### src/bdq_pkg.sv
// shared types, constants and ring index helpers for the bounded deque
// no dependencies
package bdq_pkg;

  localparam int CAPACITY  = 64;
  localparam int ADDR_W    = (CAPACITY > 1) ? $clog2(CAPACITY) : 1;
  localparam int CNT_W     = $clog2(CAPACITY + 1);
  localparam int CMD_W     = 3;
  localparam int VAL_W     = 32;
  localparam int STAT_W    = 2;
  localparam int FOUND_W   = 6;
  localparam int COUNT_W   = 7;
  localparam int S_DATA_W  = 40;
  localparam int M_DATA_W  = 48;

  typedef logic [ADDR_W-1:0] addr_t;
  typedef logic [CNT_W-1:0]  cnt_t;

  // command codes; 6 and 7 act as no-ops
  typedef enum logic [CMD_W-1:0] {
    CMD_PUSH_FRONT = 3'd0,
    CMD_PUSH_BACK  = 3'd1,
    CMD_POP_FRONT  = 3'd2,
    CMD_POP_BACK   = 3'd3,
    CMD_SEARCH     = 3'd4,
    CMD_SIZE       = 3'd5
  } cmd_e;

  // result status codes
  typedef enum logic [STAT_W-1:0] {
    ST_OK       = 2'd0,
    ST_EMPTY    = 2'd1,
    ST_FULL     = 2'd2,
    ST_NOTFOUND = 2'd3
  } status_e;

  // controller to datapath commands
  typedef struct packed {
    logic    load;
    logic    ins_front;
    logic    ins_back;
    logic    rem_front;
    logic    rem_back;
    logic    take_rdata;
    logic    srch_start;
    logic    srch_step;
    logic    take_found;
    logic    st_set;
    status_e st_code;
    logic    publish;
  } dp_ctl_t;

  // datapath to controller status
  typedef struct packed {
    logic [CMD_W-1:0] cmd;
    logic             empty;
    logic             full;
    logic             match;
    logic             scan_done;
  } dp_stat_t;

  localparam logic [ADDR_W:0] CAP_L  = (ADDR_W + 1)'(CAPACITY);
  localparam addr_t           LAST_A = ADDR_W'(CAPACITY - 1);

  // ring add of two offsets that are both below the capacity
  function automatic addr_t ring_add(input addr_t a, input addr_t b);
    logic [ADDR_W:0] s;
    s = {1'b0, a} + {1'b0, b};
    if (s >= CAP_L) begin
      s = s - CAP_L;
    end
    return s[ADDR_W-1:0];
  endfunction

  function automatic addr_t ring_inc(input addr_t a);
    return (a == LAST_A) ? '0 : addr_t'(a + 1'b1);
  endfunction

  function automatic addr_t ring_dec(input addr_t a);
    return (a == '0) ? LAST_A : addr_t'(a - 1'b1);
  endfunction

endpackage

### src/bdq_datapath.sv
// element memory, ring pointers, search scan and result registers
// depends on bdq_pkg
module bdq_datapath import bdq_pkg::*; (
  input  logic                clk,
  input  logic                rst,
  input  logic [CMD_W-1:0]    in_cmd,
  input  logic [VAL_W-1:0]    in_val,
  input  dp_ctl_t             ctl,
  output dp_stat_t            stat,
  output logic [M_DATA_W-1:0] res_data
);

  logic [VAL_W-1:0]  mem [CAPACITY];
  logic [VAL_W-1:0]  rdata;
  logic [CMD_W-1:0]  cmd_r;
  logic [VAL_W-1:0]  val_r;
  addr_t             front;
  cnt_t              count;
  cnt_t              srch_idx;
  cnt_t              cmp_idx;
  logic              rd_vld;
  status_e           pend_status;
  logic [VAL_W-1:0]  pend_removed;
  cnt_t              pend_found;
  logic [STAT_W-1:0]  res_status;
  logic [VAL_W-1:0]   res_removed;
  logic [FOUND_W-1:0] res_found;
  logic [COUNT_W-1:0] res_count;

  addr_t front_m1;
  addr_t wr_addr;
  addr_t rd_addr;
  logic  wr_en;
  logic  rd_en;
  logic  issue;

  // address selection for the single write and read ports
  always_comb begin
    front_m1 = ring_dec(front);
    wr_addr  = ctl.ins_front ? front_m1 : ring_add(front, count[ADDR_W-1:0]);
    wr_en    = ctl.ins_front | ctl.ins_back;
    issue    = ctl.srch_step && (srch_idx < count);
    if (ctl.rem_back) begin
      rd_addr = ring_add(front, addr_t'(count - 1'b1));
    end else if (ctl.srch_step) begin
      rd_addr = ring_add(front, srch_idx[ADDR_W-1:0]);
    end else begin
      rd_addr = front;
    end
    rd_en = ctl.rem_front | ctl.rem_back | issue;
  end

  // element memory, registered read
  always_ff @(posedge clk) begin
    if (wr_en) begin
      mem[wr_addr] <= val_r;
    end
    if (rd_en) begin
      rdata <= mem[rd_addr];
    end
  end

  // ring pointers
  always_ff @(posedge clk) begin
    if (rst) begin
      front <= '0;
      count <= '0;
    end else begin
      if (ctl.ins_front) begin
        front <= front_m1;
      end else if (ctl.rem_front) begin
        front <= ring_inc(front);
      end
      if (wr_en) begin
        count <= count + 1'b1;
      end else if (ctl.rem_front | ctl.rem_back) begin
        count <= count - 1'b1;
      end
    end
  end

  // search scan: issue one read per cycle, compare the previous one
  always_ff @(posedge clk) begin
    if (rst) begin
      rd_vld <= 1'b0;
    end else if (ctl.srch_start) begin
      rd_vld <= 1'b0;
    end else if (ctl.srch_step) begin
      rd_vld <= issue;
    end
  end

  always_ff @(posedge clk) begin
    if (ctl.srch_start) begin
      srch_idx <= '0;
    end else if (issue) begin
      srch_idx <= srch_idx + 1'b1;
    end
    if (issue) begin
      cmp_idx <= srch_idx;
    end
  end

  // current command and pending result fields
  always_ff @(posedge clk) begin
    if (ctl.load) begin
      cmd_r        <= in_cmd;
      val_r        <= in_val;
      pend_removed <= '0;
      pend_found   <= '0;
    end else begin
      if (ctl.take_rdata) begin
        pend_removed <= rdata;
      end
      if (ctl.take_found) begin
        pend_found <= cmp_idx;
      end
    end
    if (ctl.st_set) begin
      pend_status <= ctl.st_code;
    end
  end

  // output register, count taken after the operation
  always_ff @(posedge clk) begin
    if (ctl.publish) begin
      res_status  <= pend_status;
      res_removed <= pend_removed;
      res_found   <= FOUND_W'(pend_found);
      res_count   <= COUNT_W'(count);
    end
  end

  assign res_data = {1'b0, res_count, res_found, res_removed, res_status};

  always_comb begin
    stat.cmd       = cmd_r;
    stat.empty     = (count == '0);
    stat.full      = (count >= cnt_t'(CAPACITY));
    stat.match     = rd_vld && (rdata == val_r);
    stat.scan_done = !rd_vld && (srch_idx == count);
  end

endmodule

### src/bdq_ctrl.sv
// command sequencer and output beat control for the bounded deque
// depends on bdq_pkg
module bdq_ctrl import bdq_pkg::*; (
  input  logic     clk,
  input  logic     rst,
  input  logic     s_tvalid,
  output logic     s_tready,
  output logic     m_tvalid,
  input  logic     m_tready,
  input  dp_stat_t stat,
  output dp_ctl_t  ctl
);

  typedef enum logic [2:0] {
    S_IDLE,
    S_EXEC,
    S_POPWAIT,
    S_SRCH,
    S_FINISH
  } state_t;

  state_t state;
  state_t state_next;
  logic   out_valid;
  logic   out_free;

  assign s_tready = (state == S_IDLE);
  assign m_tvalid = out_valid;
  assign out_free = !out_valid || m_tready;

  // command decode per state
  always_comb begin
    ctl        = '0;
    ctl.st_code = ST_OK;
    state_next = state;
    case (state)
      S_IDLE: begin
        if (s_tvalid) begin
          ctl.load   = 1'b1;
          state_next = S_EXEC;
        end
      end
      S_EXEC: begin
        ctl.st_set = 1'b1;
        state_next = S_FINISH;
        case (stat.cmd)
          CMD_PUSH_FRONT: begin
            if (stat.full) ctl.st_code = ST_FULL;
            else ctl.ins_front = 1'b1;
          end
          CMD_PUSH_BACK: begin
            if (stat.full) ctl.st_code = ST_FULL;
            else ctl.ins_back = 1'b1;
          end
          CMD_POP_FRONT: begin
            if (stat.empty) begin
              ctl.st_code = ST_EMPTY;
            end else begin
              ctl.rem_front = 1'b1;
              state_next    = S_POPWAIT;
            end
          end
          CMD_POP_BACK: begin
            if (stat.empty) begin
              ctl.st_code = ST_EMPTY;
            end else begin
              ctl.rem_back = 1'b1;
              state_next   = S_POPWAIT;
            end
          end
          CMD_SEARCH: begin
            if (stat.empty) begin
              ctl.st_code = ST_EMPTY;
            end else begin
              ctl.srch_start = 1'b1;
              state_next     = S_SRCH;
            end
          end
          CMD_SIZE: begin
            if (stat.empty) ctl.st_code = ST_EMPTY;
          end
          default: begin
            ctl.st_code = ST_OK;
          end
        endcase
      end
      S_POPWAIT: begin
        ctl.take_rdata = 1'b1;
        state_next     = S_FINISH;
      end
      S_SRCH: begin
        ctl.srch_step = 1'b1;
        if (stat.match) begin
          ctl.take_found = 1'b1;
          ctl.st_set     = 1'b1;
          ctl.st_code    = ST_OK;
          state_next     = S_FINISH;
        end else if (stat.scan_done) begin
          ctl.st_set  = 1'b1;
          ctl.st_code = ST_NOTFOUND;
          state_next  = S_FINISH;
        end
      end
      S_FINISH: begin
        if (out_free) begin
          ctl.publish = 1'b1;
          state_next  = S_IDLE;
        end
      end
      default: begin
        state_next = S_IDLE;
      end
    endcase
  end

  // state and output valid
  always_ff @(posedge clk) begin
    if (rst) begin
      state     <= S_IDLE;
      out_valid <= 1'b0;
    end else begin
      state <= state_next;
      if (ctl.publish) begin
        out_valid <= 1'b1;
      end else if (m_tready) begin
        out_valid <= 1'b0;
      end
    end
  end

endmodule

### src/bounded_deque_with_search.sv
// Bounded double-ended queue of signed 32-bit values held in a 64-entry ring
// memory, with push and pop at either end, first-match search and size query.
// One command is worked at a time and each gives exactly one result beat.
// A search scans the stored elements in order until the first match, reading
// one entry per cycle through the memory's single read port. The result sits
// in an output register, so the next command is worked while a result still
// waits on m_tready. No clearing pass is needed after reset.
// depends on bdq_pkg, bdq_ctrl, bdq_datapath
module bounded_deque_with_search import bdq_pkg::*; (
  input  logic                clk,
  input  logic                rst,
  input  logic                s_tvalid,
  output logic                s_tready,
  input  logic [S_DATA_W-1:0] s_tdata,  // command[2:0], value[34:3], zero pad
  output logic                m_tvalid,
  input  logic                m_tready,
  output logic [M_DATA_W-1:0] m_tdata   // status[1:0], removed_value[33:2],
                                        // found_index[39:34],
                                        // element_count[46:40], zero pad
);

  dp_ctl_t  ctl;
  dp_stat_t stat;

  bdq_ctrl u_ctrl (
    .clk      (clk),
    .rst      (rst),
    .s_tvalid (s_tvalid),
    .s_tready (s_tready),
    .m_tvalid (m_tvalid),
    .m_tready (m_tready),
    .stat     (stat),
    .ctl      (ctl)
  );

  bdq_datapath u_dp (
    .clk      (clk),
    .rst      (rst),
    .in_cmd   (s_tdata[CMD_W-1:0]),
    .in_val   (s_tdata[CMD_W+VAL_W-1:CMD_W]),
    .ctl      (ctl),
    .stat     (stat),
    .res_data (m_tdata)
  );

  // one command in flight: a beat accepted closes the input side
  a_one_in_flight: assert property (@(posedge clk) disable iff (rst)
    (s_tvalid && s_tready) |=> !s_tready)
    else $error("input accepted while a command is in flight");

  // a full status reports a full count
  a_full_count: assert property (@(posedge clk) disable iff (rst)
    (m_tvalid && m_tdata[1:0] == ST_FULL) |-> (m_tdata[46:40] == COUNT_W'(CAPACITY)))
    else $error("full status with a count below capacity");

  // an empty status reports a zero count
  a_empty_count: assert property (@(posedge clk) disable iff (rst)
    (m_tvalid && m_tdata[1:0] == ST_EMPTY) |-> (m_tdata[46:40] == '0))
    else $error("empty status with a nonzero count");

  // the pointer logic never reports full and empty at once
  a_full_empty: assert property (@(posedge clk) disable iff (rst)
    !(stat.full && stat.empty))
    else $error("count reads both full and empty");

endmodule

### config.mk
export PLATFORM = sky130hd
export DESIGN_NAME = bounded_deque_with_search
export DESIGN_NICKNAME = d
export VERILOG_FILES = /design/src/bdq_pkg.sv /design/src/bdq_datapath.sv /design/src/bdq_ctrl.sv /design/src/bounded_deque_with_search.sv
export SDC_FILE = /design/constraint.sdc
export NUM_CORES = 2
export LEC_CHECK = 0
export ABC_CLOCK_PERIOD_IN_PS = 8000
export BUFFER_PORTS_ARGS = -buffer_cell sky130_fd_sc_hd__buf_2
export CORE_ASPECT_RATIO = 1.5
export CORE_MARGIN = 2
export CORE_UTILIZATION = 48
export DETAILED_ROUTE_END_ITERATION = 10
export GPL_ROUTABILITY_DRIVEN = 0
export HOLD_SLACK_MARGIN = 0.05
export SETUP_SLACK_MARGIN = 0.2
export SLEW_MARGIN = 20
export SYNTH_ARGS = -nofsm -noshare
export SYNTH_HDL_FRONTEND = slang
export SYNTH_SLANG_ARGS = --single-unit
### constraint.sdc
create_clock -name clk -period 8 [get_ports clk]
set_input_delay 2.4 -clock clk [delete_from_list [all_inputs] [get_ports clk]]
set_output_delay 2.4 -clock clk [all_outputs]
set_load 0.01 [all_outputs]
Yosys cells after proc, flatten, opt, wreduce, memory -nomap -nowiden
Memories as Yosys holds them, arrays and structs flattened. A register that Yosys moved wholly into a read port is not among the register bits. Cells that the tools add are included.

Flip-flop bits (word level): 153. RAM bits: 2048. Logic and storage cells: 115. Memories kept: 1.

Add/sub/neg operators: 11. Order comparisons: 5. Equality and inequality tests: 15. Muxes and demuxes: 46. Bitwise operators: 3. Reduce and logical (&&, ||, !) cells: 18.

Memory list: u_dp.mem (depth 64, width 32, rd ports 1, clocked after Yosys merged registers in 1, wr ports 1, line bdq_datapath.sv:13) `logic [VAL_W-1:0] mem [CAPACITY];`.

Operator list (count): 2-to-1 mux 6 bit (10); == test 32 bit (1); >= comparator 7 bit (second input constant) (4); 2-to-1 mux 3 bit (8); subtractor 6 x 1 -> 6 bit (second input constant) (4); adder 6 x 6 -> 7 bit (3); 2-to-1 mux 1 bit (19); one-hot mux 3 bit (5 select lines) (1); adder 7 x 1 -> 7 bit (second input constant) (2); 2-to-1 mux 7 bit (2); == test 3 x 2 -> 1 bit (second input constant) (4); one-hot mux 3 bit (2 select lines) (2); == test 3 bit (second input constant) (3); == test 7 bit (1); logical NOT 7 bit (1); < comparator 7 bit (1); subtractor 7 x 1 -> 7 bit (second input constant) (1); adder 6 x 1 -> 6 bit (second input constant) (1); == test 3 x 1 -> 1 bit (second input constant) (2); == test 6 bit (second input constant) (1); logical NOT 3 bit (2); logical NOT 6 bit (1); nonzero test 2 bit (3); OR reduction 2 bit (3); 12 further kinds (18).

Longest topological paths before layout
Depth in word-level cells: 7. Gate-level depth with buffers: 17. Gate-level depth less buffers: 12.

By module
From an unflattened synthesis, not the netlist that was laid out.

Cell total of the unflattened synthesis: 6272. Area total of the unflattened synthesis: 104016.0 µm².

Modules (own cells, without submodules): bdq_datapath (times used 1, cells an instance 6227, area each 103670.7 µm², sequential area each 66343.6 µm²); bdq_ctrl (times used 1, cells an instance 45, area each 345.3 µm², sequential area each 80.1 µm²).

Worst setup path after synthesis
OpenSTA, ideal clock, no wires.

Path type: input to register. Start: input m_tready. End: register u_dp.res_count[0], enable pin. Setup time: 0.452 ns. Arrival: 4.428 ns. Slack: 3.120 ns. Cell stages on the path: 2. Buffers on the path: 0. Path through: nor2b_1 > nor2_1.

RTL lines: start: declaration (line bounded_deque_with_search.sv:16) `input logic m_tready,`; end signal: assignment (line bdq_datapath.sv:130) `res_count <= COUNT_W'(count);`; end: declaration (line bdq_datapath.sv:28) `logic [COUNT_W-1:0] res_count;`.

Final worst setup path
Start: register u_dp.count[0]. End: register u_dp.rdata[27] (read register of u_dp.mem), data pin.

Word-level cells in the longest chain between the ends: 6.

Ends and longest elaborated chain: start: declaration (line bdq_datapath.sv:18) `cnt_t count;`; start signal: assignment (line bdq_datapath.sv:75) `count <= count + 1'b1;`; start signal: assignment (line bdq_datapath.sv:77) `count <= count - 1'b1;`; branches (longest 6 deep; another with subtractor 7 x 1 -> 7 bit); end: declaration (line bdq_datapath.sv:14) `logic [VAL_W-1:0] rdata;`.

Several ways; the timed one is not identified. A chain may end at the register's enable or synchronous reset.

==> results.cfg <==
[final_layout]
drive_above_1_share = 0.107
final_common_cell = edfxtp_1
final_nets = 5564
n_fill_cell = 14300
area_delta_synth_final_pct = 11.4
multi_input_area_mm2 = 0.0193
post_layout_nonfiller_instances = 8067
final_cell_mix = edfxtp_1 (2,170), nand2_1 (648), a21oi_1 (569)
register_area_mm2 = 0.0664

[setup_path]
crit_required_ps = 8510
critPathMaxFanout = 37
worstSetupStartpoint = u_dp.count[0]$_SDFFE_PP0P_
crit_arrival_ps = 5990
endpoint_kind = register
worstReg2RegEnd = u_dp.rdata[27]$_DFFE_PP_
critPathCapture = u_dp.rdata[27]$_DFFE_PP_
crit_type = register to register
worst_setup_path_start_kind = register
r2r_slack_ps = 2520
r2r-start = u_dp.count[0]$_SDFFE_PP0P_
reg2regPathDepth = 11

[routing]
drc = 0
drtAntennaViolNets = 0
viasPerCell = 6.20
vias = 50000
first_iter_violations = 5555
post_drt_wl_per_cell_um = 28.7
drt-total-wl_um = 232000
drtPass1Iterations = 6

[sta]
hold_viol = 0
slew_headroom = 0.228
fin_tns_setup_ps = 0
fin_worst_skew_ps = 26.6
post-route-period-util = 0.685
min_period_ps = 5480
tightest_slew_ps = 1150
setup_viol = 0
rsz0062_at_grt = no
clock.fmax_mhz = 182
finalMaxSlewViolations = 0

[synth]
ys_seq_area_frac = 0.764
synth_edf_count = 2170
synth.distinct_cells = 66
synth-seq-cells = 2233
synth_nets = 5506
synthCells = 5431
netlist_area_mm2 = 0.0870
syn_area_per_cell_um2 = 16.0
ys.flop_type = edfxtp_1
yosysWarnings = 0
async_flop_share = 0

[global_routing]
grt_usage = 0.248
grt_pass1_wl_um = 333000
grt_max_degree = 150
grt_pass1_vias = 49200
antenna_found_initial = 6
overflow = 0

[die]
ios = 94
die-area_mm2 = 0.185
core-area_mm2 = 0.180
start_util = 0.483
die_y_um = 525
die_w_um = 352
rows = 191

[job]
drv_cap = 0

[pwr]
p_leak_nw = 30.6
power.density_mw_per_mm2 = 260
peakVddDrop_uv = 176
p_total_mw = 25.2

[cts]
cts_hold_buf = 0
cts_setup_buffers = 0
cts_tree = yes
cts_buffer_depth = 3
cts_sinks = 2233
cts_resized = 0
clkTransAtPathRegs_ps = 70
worstSkewPairLatency_ps = 850
root_buffer = clkbuf_16
htreeDepth = 4
cts_buffers = 193

[placed_design]
dp_hpwl_um = 122000
port_buffers = 87
dp.cells = 7706

[outcome]
outcome = complete, no violations

[min_path]
holdCritPathClass = register to register
how the worst min path moves through the flow:
stage	endpoint	startpoint	slack, ps	cells after the start
after floorplan	u_dp.res_status[0]$_DFFE_PP_	u_dp.pend_status[0]$_DFFE_PP_	400	0
after global placement	u_dp.res_status[0]$_DFFE_PP_	u_dp.pend_status[0]$_DFFE_PP_	400	0
after detailed placement	u_dp.res_status[0]$_DFFE_PP_	u_dp.pend_status[0]$_DFFE_PP_	410	0
after CTS	u_dp.res_status[0]$_DFFE_PP_	u_dp.pend_status[0]$_DFFE_PP_	420	0
after global routing	u_dp.res_status[0]$_DFFE_PP_	u_dp.pend_status[0]$_DFFE_PP_	430	0
final	u_dp.res_status[1]$_DFFE_PP_	u_dp.pend_status[1]$_DFFE_PP_	420	0
flip-flops by register name, indices dropped and copies added (netlist names), 2 cells and up:
| register | flops |
|---|---|
| u_dp.pend_removed | 32 |
| u_dp.rdata | 32 |
| u_dp.count | 7 |
| u_ctrl.state | 3 |
| u_dp.cmd_r | 3 |
| u_dp.res_removed | 32 |
| u_dp.front | 6 |
| u_dp.res_count | 7 |
| u_dp.res_status | 2 |
| u_dp.res_found | 6 |
| u_dp.pend_found | 6 |
| u_dp.pend_status | 2 |
| u_dp.srch_idx | 7 |
| u_dp.cmp_idx | 6 |
| u_dp.val_r | 32 |
| u_dp.mem | 2048 |
cell type report:
cell class              instances  share of cell area
well taps                    2412              0.0311
inverters                      17            0.000659
diodes                          4            0.000103
clock buffers                 241              0.0529
flip-flops and latches       2233               0.686
clock inverters               116              0.0110
repair buffers                245              0.0192
multi-input cells            2799               0.199
power breakdown:
| part | internal [mW] | switching, mW | leakage (nW) |
|---|---|---|---|
| combinational | 0.716 | 1.87 | 7.49 |
| sequential | 13.3 | 0.0805 | 20.0 |
| clock | 5.10 | 4.16 | 3.02 |
| total | 19.1 | 6.11 | 30.6 |
metrics by stage:
| stage | util | hold slack (ps) | area (µm²) | worst slack [ps] |
|---|---|---|---|---|
| 2_1_floorplan | - | 400 | 87000 | 3120 |
| 3_3_place_gp | 0.503 | 405 | 90700 | 2590 |
| 3_5_place_dp | 0.503 | 409 | 90700 | 2520 |
| 4_1_cts | 0.538 | 422 | 96900 | 2490 |
| 5_1_grt | 0.538 | 429 | 96900 | 2220 |
| 6_report | 0.538 | 421 | 96900 | 2520 |
routing by layer:
layer,share of wire,global-route usage
met1,0.39,0.320
met2,0.51,0.429
met3,0.061,0.0299
met4,0.036,0.0905
met5,0.00010,0
synthesized netlist by cell type (all sizes together) (17+ instances only):
cell type	count	area share
edfxtp	2170	0.75
dfxtp	63	0.015
nor4	67	0.0048
nand3	18	0.0010
a221oi	523	0.053
mux2i	508	0.059
ha	28	0.0040
o21ai	23	0.0014
nor2	116	0.0050
clkbuf	178	0.0077
buf	204	0.013
xor2	21	0.0021
o22ai	39	0.0028
inv	17	0.00073
or4	63	0.0054
a21oi	572	0.033
xnor2	38	0.0038
nand2	648	0.028
cell families after synthesis:
group	Yosys count	synth area share
XOR/XNOR	59	0.00594
flip-flops	2233	0.764
AND/OR/NAND/NOR	967	0.0485
AO/OA/AOI/OAI	1229	0.0970
buffers and inverters	399	0.0209
other	1	0.0000431
adder cells (fa/ha/maj)	31	0.00472
multiplexers	512	0.0592
worst max-delay path, stage by stage (launching register included):
cell and delay (ps):
dfxtp_1 530, inv_1 180, ha_1 270, or3b_4 340, o2111a_1 800, mux2_4 490
o211ai_4 360, buf_4 710, a221oi_1 100, or4_1 600, o22ai_1 570, a221oi_1 160
No activity file was read; power rests on OpenSTA's default activity.
